--- src/sv32_tlb_pkg.sv ---
// shared types and constants for the sv32 direct-mapped tlb
// request and result payloads, stored entry layouts, array commands
// no dependencies
package sv32_tlb_pkg;

    localparam int unsigned ADDR_W      = 32;
    localparam int unsigned PG_SHIFT    = 12;
    localparam int unsigned VPN_W       = ADDR_W - PG_SHIFT;
    localparam int unsigned FRAME_W     = 22;
    localparam int unsigned PERM_W      = 4;
    // a superpage keeps 22 offset bits
    localparam int unsigned SUPER_OFF_W = PG_SHIFT + 10;
    // ppn of a pte starts here
    localparam int unsigned PTE_PPN_LSB = PG_SHIFT - 2;
    localparam int unsigned PTE_D_BIT   = 7;

    // permission bit positions inside a stored entry
    localparam int unsigned PERM_R_BIT = 0;
    localparam int unsigned PERM_W_BIT = 1;
    localparam int unsigned PERM_X_BIT = 2;

    typedef enum logic [1:0] {
        REQ_LOOKUP    = 2'd0,
        REQ_FILL      = 2'd1,
        REQ_FLUSH     = 2'd2,
        REQ_FLUSH_ALL = 2'd3
    } req_type_t;

    typedef struct packed {
        req_type_t           req_type;
        logic                tlb_select;
        logic                access_write;
        logic [ADDR_W-1:0]   virt_addr;
        logic [ADDR_W-1:0]   pte_word;
        logic [ADDR_W-1:0]   pte_location;
        logic                super_page;
    } tlb_req_t;

    typedef struct packed {
        logic                hit;
        logic [ADDR_W-1:0]   phys_addr;
        logic                set_dirty;
        logic [ADDR_W-1:0]   dirty_pte_location;
    } tlb_rsp_t;

    // data tlb entry
    typedef struct packed {
        logic [VPN_W-1:0]    tag;
        logic [FRAME_W-1:0]  frame;
        logic [ADDR_W-1:0]   pte_loc;
        logic [PERM_W-1:0]   perm;
        logic                dirty;
        logic                super_pg;
    } dat_entry_t;

    // instruction tlb entry
    typedef struct packed {
        logic [VPN_W-1:0]    tag;
        logic [FRAME_W-1:0]  frame;
        logic [PERM_W-1:0]   perm;
        logic                super_pg;
    } ins_entry_t;

    // update of one entry array
    typedef struct packed {
        logic write;
        logic clear;
        logic clear_all;
    } arr_cmd_t;

    // physical address from a stored frame
    function automatic logic [ADDR_W-1:0] make_phys(
        input logic [FRAME_W-1:0] frame,
        input logic               super_pg,
        input logic [ADDR_W-1:0]  va
    );
        logic [ADDR_W-1:0] pa;
        if (super_pg) begin
            // frame bits above the 32-bit space drop out
            pa = {frame[PTE_PPN_LSB + ADDR_W - SUPER_OFF_W - 1:PTE_PPN_LSB],
                  va[SUPER_OFF_W-1:0]};
        end else begin
            pa = {frame[VPN_W-1:0], va[PG_SHIFT-1:0]};
        end
        return pa;
    endfunction

endpackage

--- src/sv32_tlb_resolve.sv ---
// request decode against both entries read at the set index:
// hit and permission check, dirty update, fill and flush commands
// depends on sv32_tlb_pkg
module sv32_tlb_resolve (
    input  sv32_tlb_pkg::tlb_req_t    req,
    input  sv32_tlb_pkg::dat_entry_t  dat_ent,
    input  logic                      dat_vld,
    input  sv32_tlb_pkg::ins_entry_t  ins_ent,
    input  logic                      ins_vld,
    output sv32_tlb_pkg::tlb_rsp_t    rsp,
    output sv32_tlb_pkg::arr_cmd_t    dat_cmd,
    output sv32_tlb_pkg::dat_entry_t  dat_wr,
    output sv32_tlb_pkg::arr_cmd_t    ins_cmd,
    output sv32_tlb_pkg::ins_entry_t  ins_wr
);
    import sv32_tlb_pkg::*;

    logic [VPN_W-1:0] vpn;
    logic             dat_tag_hit;
    logic             ins_tag_hit;
    logic             dat_perm_ok;

    assign vpn         = req.virt_addr[ADDR_W-1:PG_SHIFT];
    assign dat_tag_hit = dat_vld && (dat_ent.tag == vpn);
    assign ins_tag_hit = ins_vld && (ins_ent.tag == vpn);
    assign dat_perm_ok = req.access_write ? dat_ent.perm[PERM_W_BIT]
                                          : dat_ent.perm[PERM_R_BIT];

    always_comb begin
        rsp     = '0;
        dat_cmd = '0;
        ins_cmd = '0;
        dat_wr  = dat_ent;
        ins_wr  = ins_ent;
        case (req.req_type)
            REQ_LOOKUP: begin
                if (req.tlb_select) begin
                    if (ins_tag_hit && ins_ent.perm[PERM_X_BIT]) begin
                        rsp.hit       = 1'b1;
                        rsp.phys_addr = make_phys(ins_ent.frame, ins_ent.super_pg,
                                                  req.virt_addr);
                    end
                end else if (dat_tag_hit && dat_perm_ok) begin
                    rsp.hit       = 1'b1;
                    rsp.phys_addr = make_phys(dat_ent.frame, dat_ent.super_pg,
                                              req.virt_addr);
                    // first write to a clean page
                    if (req.access_write && !dat_ent.dirty) begin
                        rsp.set_dirty          = 1'b1;
                        rsp.dirty_pte_location = dat_ent.pte_loc;
                        dat_cmd.write          = 1'b1;
                        dat_wr.dirty           = 1'b1;
                    end
                end
            end
            REQ_FILL: begin
                if (req.tlb_select) begin
                    ins_cmd.write   = 1'b1;
                    ins_wr.tag      = vpn;
                    ins_wr.frame    = req.pte_word[ADDR_W-1:PTE_PPN_LSB];
                    ins_wr.perm     = req.pte_word[PERM_W:1];
                    ins_wr.super_pg = req.super_page;
                end else begin
                    dat_cmd.write   = 1'b1;
                    dat_wr.tag      = vpn;
                    dat_wr.frame    = req.pte_word[ADDR_W-1:PTE_PPN_LSB];
                    dat_wr.pte_loc  = req.pte_location;
                    dat_wr.perm     = req.pte_word[PERM_W:1];
                    dat_wr.dirty    = req.pte_word[PTE_D_BIT];
                    dat_wr.super_pg = req.super_page;
                end
            end
            REQ_FLUSH: begin
                dat_cmd.clear = dat_tag_hit;
                ins_cmd.clear = ins_tag_hit;
            end
            REQ_FLUSH_ALL: begin
                dat_cmd.clear_all = 1'b1;
                ins_cmd.clear_all = 1'b1;
            end
            default: begin
                rsp = '0;
            end
        endcase
    end

endmodule

--- config.mk ---
export PLATFORM = sky130hd
export DESIGN_NAME = sv32_tlb_resolve
export DESIGN_NICKNAME = d
export VERILOG_FILES = /design/src/sv32_tlb_pkg.sv /design/src/sv32_tlb_resolve.sv
export SDC_FILE = /design/constraint.sdc
export NUM_CORES = 1
export LEC_CHECK = 0
export BUFFER_PORTS_ARGS = -buffer_cell sky130_fd_sc_hd__buf_2
export CAP_MARGIN = 40
export CORE_AREA = 3 3 166 168
export DETAILED_ROUTE_END_ITERATION = 6
export DIE_AREA = 0 0 169 171
export GPL_ROUTABILITY_DRIVEN = 0
export GPL_TIMING_DRIVEN = 1
export PLACE_DENSITY_LB_ADDON = 0.3
export SLEW_MARGIN = 20
export SYNTH_ARGS = -nofsm -noshare
export SYNTH_HDL_FRONTEND = slang
export SYNTH_SLANG_ARGS = --single-unit
--- constraint.sdc ---
create_clock -name vclk -period 3.7
set_clock_uncertainty 0.1 [all_clocks]
set_input_delay 0.185 -clock vclk [all_inputs]
set_output_delay 0.185 -clock vclk [all_outputs]
set_load 0.02 [all_outputs]
======== Word-level counts from Yosys, hierarchy flattened ========
Cells that the tools add are included.
operators by class
  mux-type cells .......................... 28
  reductions and logical operators ........ 7
  equal/unequal tests ..................... 5
operators by type and width
  operator                                             number
  two-way mux 33 bit                                   4
  two-way mux 66 bit                                   2
  two-way mux 47 bit                                   2
  two-way mux 80 bit                                   1
  two-way mux 78 bit                                   1
  two-way mux 22 bit                                   2
  equality test 20 bit                                 2
  two-way mux 1 bit                                    14
  logical AND 1 bit                                    5
  equality test 2 bit, second input constant           2
  one-hot mux 1 bit (2 select lines)                   2
  equality test 2 x 1 -> 1 bit, second input constant  1
  logical NOT 2 bit                                    1
  logical NOT 1 bit                                    1
word-level totals
  output and inout port bits .............. 199
  word-level logic and storage cells ...... 40
  register bits after elaboration ......... 0

======== Depth between registers and ports, before layout ========
Gate-level depths: netlist of run 1.
  depth after elaboration ................. 6
  mapped depth ............................ 6
  depth with buffers taken out ............ 5

======== Worst setup path after synthesis of run 1 ========
OpenSTA, ideal clock, no wires.
  kind .................................... input -> output
  start ................................... in req[86] in the netlist's numbering
  end ..................................... out rsp[48] in the netlist's numbering
  slack ................................... 1.445 ns
  buffers on the path ..................... 1
  required time ........................... 3.415 ns
  arrival ................................. 1.970 ns
  stages .................................. 6
  cell sequence ........................... xnor2_1 > o221ai_2 > nor4b_4 > a41oi_4 > buf_6 > nor4_1
RTL lines
  element             RTL line                source
  start: declaration  sv32_tlb_resolve.sv:5   input sv32_tlb_pkg::tlb_req_t req,
  end: declaration    sv32_tlb_resolve.sv:10  output sv32_tlb_pkg::tlb_rsp_t rsp,

==> metrics.yaml, run 1 <==
io_pins: 429
fill_cells: 3013
vdd_ir_drop_max_uv: 47.9
ys_seq_area_share_pct: 0
report.final.slew_viol_count: 0
ant_nets: 0
power.share.combinational_pct: 100.0
die_area_mm2: 0.0289
clock_buffers: 0
finalWirelength_mm: 20.1
num_vias: 4738
synth-simple-area-share_pct: 34.4
overflow: 0
synth_xor_area_share_pct: 9.68
clkPwrFrac_pct: 0
cts_hold_buffers: 0
cp.required_ps: 3410
fin_tns_setup_ps: 0
synth_cells: 422
start_util_pct: 12.1
ff_latch_area_um2: 0
tightest_slew_ps: 699
dp_hpwl_mm: 16.9
multi_input_area_mm2: 0.00296
synth_top_family_by_area: "multiplexers"
syn_area_per_cell_um2: 7.50
p_sw_mw: 0.416
rows: 59
synth_area_leaders: "mux2_2 37%, nand2_1 12%, xnor2_1 8.6%"
slew_headroom_pct: 53.4
p_leak_nw: 2.91
grt_pass1_vias: 4487
syn_area_mm2: 0.00317
pwr-share-seq_pct: 0
crit_start: "req[96]"
fin_crit_ps: 2750
die_x_um: 169
firstDrtPassIters: 5
cts_setup_buffers: 0
rsz0062_at_grt: "no"
dr.first_iter.drc_count: 208
start_kind: "input port"
swShare_pct: 57.6
seq_cells: 0
antenna_found_initial: 3
die_h_um: 171
status: "finished, final reports clean"
fin_nets: 1047
synth_area_leader_cell: "mux2_2"
crit_arrival_ps: 2470
muxShareOfSynthArea_pct: 43.3
syn2layout_area_growth_pct: 78.6
maxCapViolCount: 0
setup_viol: 0
yosysTopAreaCellShare_pct: 36.6
yosysUniqueCellTypes: 36
clock.fmax_mhz: 363
grt_pass1_wl_mm: 27.4
post-route-period-util_pct: 74.4
synth_compound_area_share_pct: 5.45
wl_per_cell_um: 17.5
synthAdderAreaFrac_pct: 0
core_region_area_mm2: 0.0261
hp-class: "in -> out"
synth_nets: 652
drive_gt1_share_pct: 68.5
min_from: "req[62]"
vias_per_cell: 4.12
crit_type: "in -> out"
gr-usage-all-layers_pct: 12.1
grt_max_degree: 84
path_max_fanout: 17
internal_power_mw: 0.306
drcViolationCount: 0
ys_warn_count: 0
cts_resized: 0
endpoint_kind: "output pin"
fin_util_pct: 21.7
hold_viol: 0
power_density_mw_per_mm2: 128
port_buffers: 424
logic make-up after synthesis:
kind of cell,count (synthesis)
buf+inv,50
compound gates,25
simple gates,188
mux,124
xor+xnor,35
path summary, 6_finish.rpt:
path	cells after the start	endpoint
hold / removal	4	ins_wr[24]
setup / recovery	10	rsp[58]
final cells by class:
cell class	instances	share of cell area (%)
timing repair buffer	433	39.5
antenna	1	0.0443
inverter	10	0.664
tap	335	7.41
multi-input combinational	372	52.3
layout by cell type, fill, tap and decap left out, drive strengths merged, types with 2 or more instances in the layout:
| master | n |
|---|---|
| buf | 433 |
| inv | 10 |
| mux2 | 103 |
| mux2i | 21 |
| nand2 | 100 |
| nand3 | 2 |
| nand4 | 7 |
| nor2 | 3 |
| nor3 | 2 |
| nor3b | 34 |
| nor4 | 23 |
| nor4b | 13 |
| o21ai | 17 |
| xnor2 | 31 |
| xor2 | 4 |
power by group through the flow:
stage	combinational (mW)	sequential (mW)	clock, mW
floorplan	0.402	0	0
global placement	0.722	0	0
detailed placement	0.729	0	0
CTS	0.732	0	0
global route	0.777	0	0
finish	0.722	0	0.0000000362
worst max-delay path: stages:
cell	delay (ps)
buf_2	120
xnor2_1	420
nand4_1	140
nor4_1	280
buf_4	200
a31oi_4	190
buf_16	240
buf_4	180
nor4_1	290
buf_2	220
synth_stat cells (2+ instances only):
library cell	count
xnor2_1	31
nor3_1	2
nor4_1	20
xor2_1	4
nand2_1	100
nand4_1	6
nor4b_1	3
mux2_2	103
nand3_1	2
buf_2	10
buf_6	3
nor2_1	3
inv_1	8
nor3b_1	34
mux2i_1	21
nor4_2	3
clkbuf_1	21
o21ai_0	17
nor4b_2	9
inv_2	2
buf_1	5
metrics by stage:
step	instances	hold slack [ps]	area [um2]	setup WS [ps]	power [mW]
after CTS	1150	586	5650	858	0.732
final	1151	587	5650	948	0.722
after floorplan	422	353	3170	1450	0.402
after global routing	1150	602	5650	741	0.777
after global placement	1148	585	5600	785	0.722
after detailed placement	1150	586	5650	874	0.729
routing by layer:
metal,up-vias,routed length (um),GRT usage [%]
li1,2317,-,-
met1,2181,8200,15.6
met2,228,10300,22.8
met3,8,1500,1.52
met4,4,68,0.388
met5,-,23,0
Power figures use the tool's default switching activity.
==> run 2: changes to the inputs <==
==> constraint.sdc (replaced) <==
create_clock -name vclk -period 2.6
set_clock_uncertainty 0.1 [all_clocks]
set_input_delay 0.13 -clock vclk [all_inputs]
set_output_delay 0.13 -clock vclk [all_outputs]
set_load 0.02 [all_outputs]
==> run 2 against run 1 <==
Effect of this change:
- sequential cell count stayed put
- die area stayed put
- combinational power is 44% higher
- final cell count is 0.61% higher
- first-iteration DRC count is 7.7% lower
- core utilization is 0.30 points higher
- largest power group unchanged
- final area is 1.4% higher
- critical endpoint is now rsp[45]
==> metrics.yaml, run 2 (synthesized netlist as in run 1, its figures left out) <==
status: "finished, final reports clean"
fill_cells: 2944
start_util_pct: 12.1
vdd_ir_drop_max_uv: 73.9
cts_hold_buffers: 0
slew_headroom_pct: 55.4
seq_cells: 0
num_vias: 4733
crit_type: "in -> out"
die_area_mm2: 0.0289
finalWirelength_mm: 20.5
post-route-period-util_pct: 94.4
crit_path_top_delay_cell: "nor4b_4"
dp_hpwl_mm: 17.1
antenna_found_initial: 4
port_buffers: 424
power_density_mw_per_mm2: 181
cts_resized: 0
clock_buffers: 0
clock.fmax_mhz: 407
syn2layout_area_growth_pct: 81.0
fin_crit_ps: 2450
layout_common_cells: "424 x buf_2, 103 x mux2_2, 100 x nand2_1"
grt_pass1_wl_mm: 28.1
ant_nets: 0
fin_tns_setup_ps: 0
gr-usage-all-layers_pct: 12.4
p_total_mw: 1.04
core_region_area_mm2: 0.0261
die_h_um: 171
dr.first_iter.drc_count: 192
endpoint_kind: "output pin"
io_pins: 429
path_max_fanout: 33
wl_per_cell_um: 17.7
fin_nets: 1053
rows: 59
overflow: 0
tightest_slew_ps: 669
vias_per_cell: 4.09
grt_max_degree: 51
die_x_um: 169
crit_top_cell: "buf_2"
start_kind: "input port"
firstDrtPassIters: 4
report.final.slew_viol_count: 0
maxCapViolCount: 0
max_stage_delay_ps: 470
p_leak_nw: 2.95
drcViolationCount: 0
whs_path_depth: 4
hp-class: "in -> out"
setup_viol: 0
ff_latch_area_um2: 0
crit_arrival_ps: 2220
rsz0062_at_grt: "no"
hold_viol: 0
cts_setup_buffers: 0
final_common_cell: "buf_2"
drive_gt1_share_pct: 68.7
crit_chain: "buf_2 -> xnor2_1 -> o221ai_2 -> nor4b_4 -> a41oi_4 -> buf_12 -> nor4_1 -> buf_2"
grt_pass1_vias: 4444
cp.required_ps: 2370
## run 2: worst max-delay path, delay by kind of cell
family                 cells  cell delay (ps)
XOR/XNOR                   1              220
buffers and inverters      3              610
AO/OA/AOI/OAI              2              340
AND/OR/NAND/NOR            2              900
## run 2: worst paths after layout
kind / slack (ps) / end / start
worst max-delay path: 150 / rsp[45] / req[86]
worst min-delay path: 480 / ins_wr[21] / req[59]
## run 2: routing by layer
metal	up-vias	routed length [um]	track usage [%]
met4	4	67	0.565
li1	2327	-	-
met2	225	10400	23.0
met5	-	26	0
met1	2167	8560	16.1
met3	10	1440	1.71
## run 2: layout make-up
class	instances	area [um2]	area share (%)
Multi-Input combinational cell	372	2960	51.6
Antenna cell	2	5.00	0.0873
Inverter	10	37.5	0.655
Tap cell	335	419	7.31
Timing Repair Buffer	439	2310	40.3
## run 2: power breakdown
part	internal, mW	switching [mW]	total (mW)	leakage, nW
clock	0.000000103	0	0.000000103	0.0000127
sequential	0	0	0	0
combinational	0.443	0.596	1.04	2.95
## run 2: stage by stage
| step | instances | util (%) | worst slack [ps] | cell area [um2] | hold slack (ps) |
|---|---|---|---|---|---|
| 2_1_floorplan | 422 | - | 455 | 3170 | 243 |
| 3_3_place_gp | 1156 | 22.0 | 217 | 5730 | 475 |
| 3_5_place_dp | 1156 | 22.0 | 122 | 5730 | 477 |
| 4_1_cts | 1156 | 22.0 | 110 | 5730 | 478 |
| 5_1_grt | 1157 | 22.0 | 14.5 | 5730 | 496 |
| 6_report | 1158 | 22.0 | 145 | 5730 | 476 |
==> run 3: changes to the inputs <==
==> constraint.sdc (replaced) <==
create_clock -name vclk -period 2.6
set_clock_uncertainty 0.1 [all_clocks]
set_input_delay 0.52 -clock vclk [all_inputs]
set_output_delay 0.52 -clock vclk [all_outputs]
set_load 0.02 [all_outputs]
==> run 3 against run 2 <==
Effect of this change:
- the run now ends with negative setup slack left
- first-iteration DRC count is 7.3% lower
- final cell count is 5.9% higher
- fmax is 20% lower
- total power is 24% higher
- combinational power is 24% higher
- via count is 6.9% higher
- final area is 31% higher
- die area stayed put
- clock-buffer cell count stayed put
- global-route usage is 1.8 points higher
- largest cell class unchanged
- highest routed layer unchanged
==> metrics.yaml, run 3 (synthesized netlist as in run 1, its figures left out) <==
grt_use_met2_pct: 28.2
rows: 59
dp_hpwl_mm: 19.7
crit_path_top_delay_cell: "nor4b_4"
grt_use_met1_pct: 16.4
drive_gt1_share_pct: 79.0
power_density_mw_per_mm2: 172
vdd_ir_drop_max_uv: 78.7
setup_viol: 69
num_vias: 5059
place_inst: 1217
wl_per_cell_um: 18.8
core_region_area_mm2: 0.0261
cp.required_ps: 1980
report.final.slew_viol_count: 0
tightest_slew_ps: 662
endpoint_kind: "output pin"
grt_pass1_vias: 5148
layout_common_cells: "345 x buf_2, 121 x buf_4, 103 x mux2_2"
finalWirelength_mm: 23.1
overflow: 0
dr.first_iter.drc_count: 178
rsz0062_at_grt: "yes"
fin_tns_setup_ps: -24270
vias_per_cell: 4.13
fill_cells: 2843
hold_viol: 0
place_ws_ps: -795
violations: "negative setup slack"
drcViolationCount: 0
start_util_pct: 12.1
seq_cells: 0
fin_cells: 1226
firstDrtPassIters: 4
path_max_fanout: 6
die_area_mm2: 0.0289
start_kind: "input port"
antenna_found_initial: 2
gr-usage-all-layers_pct: 14.2
grt_util_met3_pct: 2.40
status: "finished with violations"
clock.fmax_mhz: 328
syn2layout_area_growth_pct: 136
p_leak_nw: 3.66
slew_headroom_pct: 55.4
die_x_um: 169
clock_buffers: 0
hp-class: "in -> out"
crit_chain: "buf_6 -> xnor2_2 -> nand4_1 -> nor4b_4 -> buf_4 -> a41oi_4 -> buf_12 -> buf_16 -> nor4b_4 -> buf_4"
fin_nets: 1122
post-route-period-util_pct: 117
grt_max_degree: 36
grt_most_used_layer: "met2"
port_buffers: 424
grt_pass1_wl_mm: 31.5
maxCapViolCount: 0
max_stage_delay_ps: 280
crit_arrival_ps: 2430
die_h_um: 171
io_pins: 429
ant_nets: 0
crit_type: "in -> out"
crit_family: "simple AND/OR/NAND/NOR gates"
setup_ws_ps: -453
worst-path-buf-inv: 5
final_common_cell: "buf_2"
fin_crit_ps: 3050
ff_latch_area_um2: 0
## run 3: metrics by stage
step / hold slack, ps / total power, mW / area (um2) / util, %
after floorplan: 1020 / 0.641 / 3700 / -
after CTS: 1250 / 1.29 / 7370 / 28.3
after detailed placement: 1250 / 1.22 / 6800 / 26.1
after global placement: 1250 / 1.22 / 6800 / 26.1
after global routing: 1270 / 1.38 / 7480 / 28.7
final: 1250 / 1.29 / 7480 / 28.7
## run 3: worst paths after layout
check / from / to / slack, ps / depth (start not counted)
worst min-delay path: ins_ent[25] / ins_wr[25] / 1250 / 4
worst max-delay path: dat_ent[79] / rsp[42] / -450 / 10
## run 3: power by group
part           switching, mW     total, mW  internal, mW
clock                      0  0.0000000515  0.0000000515
sequential                 0             0             0
combinational          0.698          1.29         0.589
## run 3: area by class of cell
cell class	instances	area [um2]	share of cell area, %
diodes	1	2.50	0.0335
repair buffers	508	3290	44.0
well taps	335	419	5.60
multi-input cells	372	3730	49.8
inverters	10	37.5	0.502
## run 3: worst min-delay path, stage by stage
cell     delay (ps)
buf_2            70
nand2_1          40
nand2_1          50
buf_2           150
## run 3: per-layer routing
| metal | wire length (um) | part of all wire [%] | vias to the layer above |
|---|---|---|---|
| met5 | 13 | 0.056 | - |
| met4 | 254 | 1.1 | 2 |
| met3 | 1750 | 7.6 | 14 |
| met2 | 12300 | 53 | 255 |
| met1 | 8780 | 38 | 2326 |
| li1 | - | - | 2462 |
## run 3: what timing repair did
| item | 4_1_cts | 5_1_grt |
|---|---|---|
| buffers inserted | 6 | 0 |
| hold buffers | 0 | 0 |
| hold endpoints to repair | 0 | 0 |
| gates cloned | 3 | 0 |
| pin swaps | 6 | 14 |
| endpoints found under the setup margin | 133 | 70 |
| resized for setup | 116 | 23 |
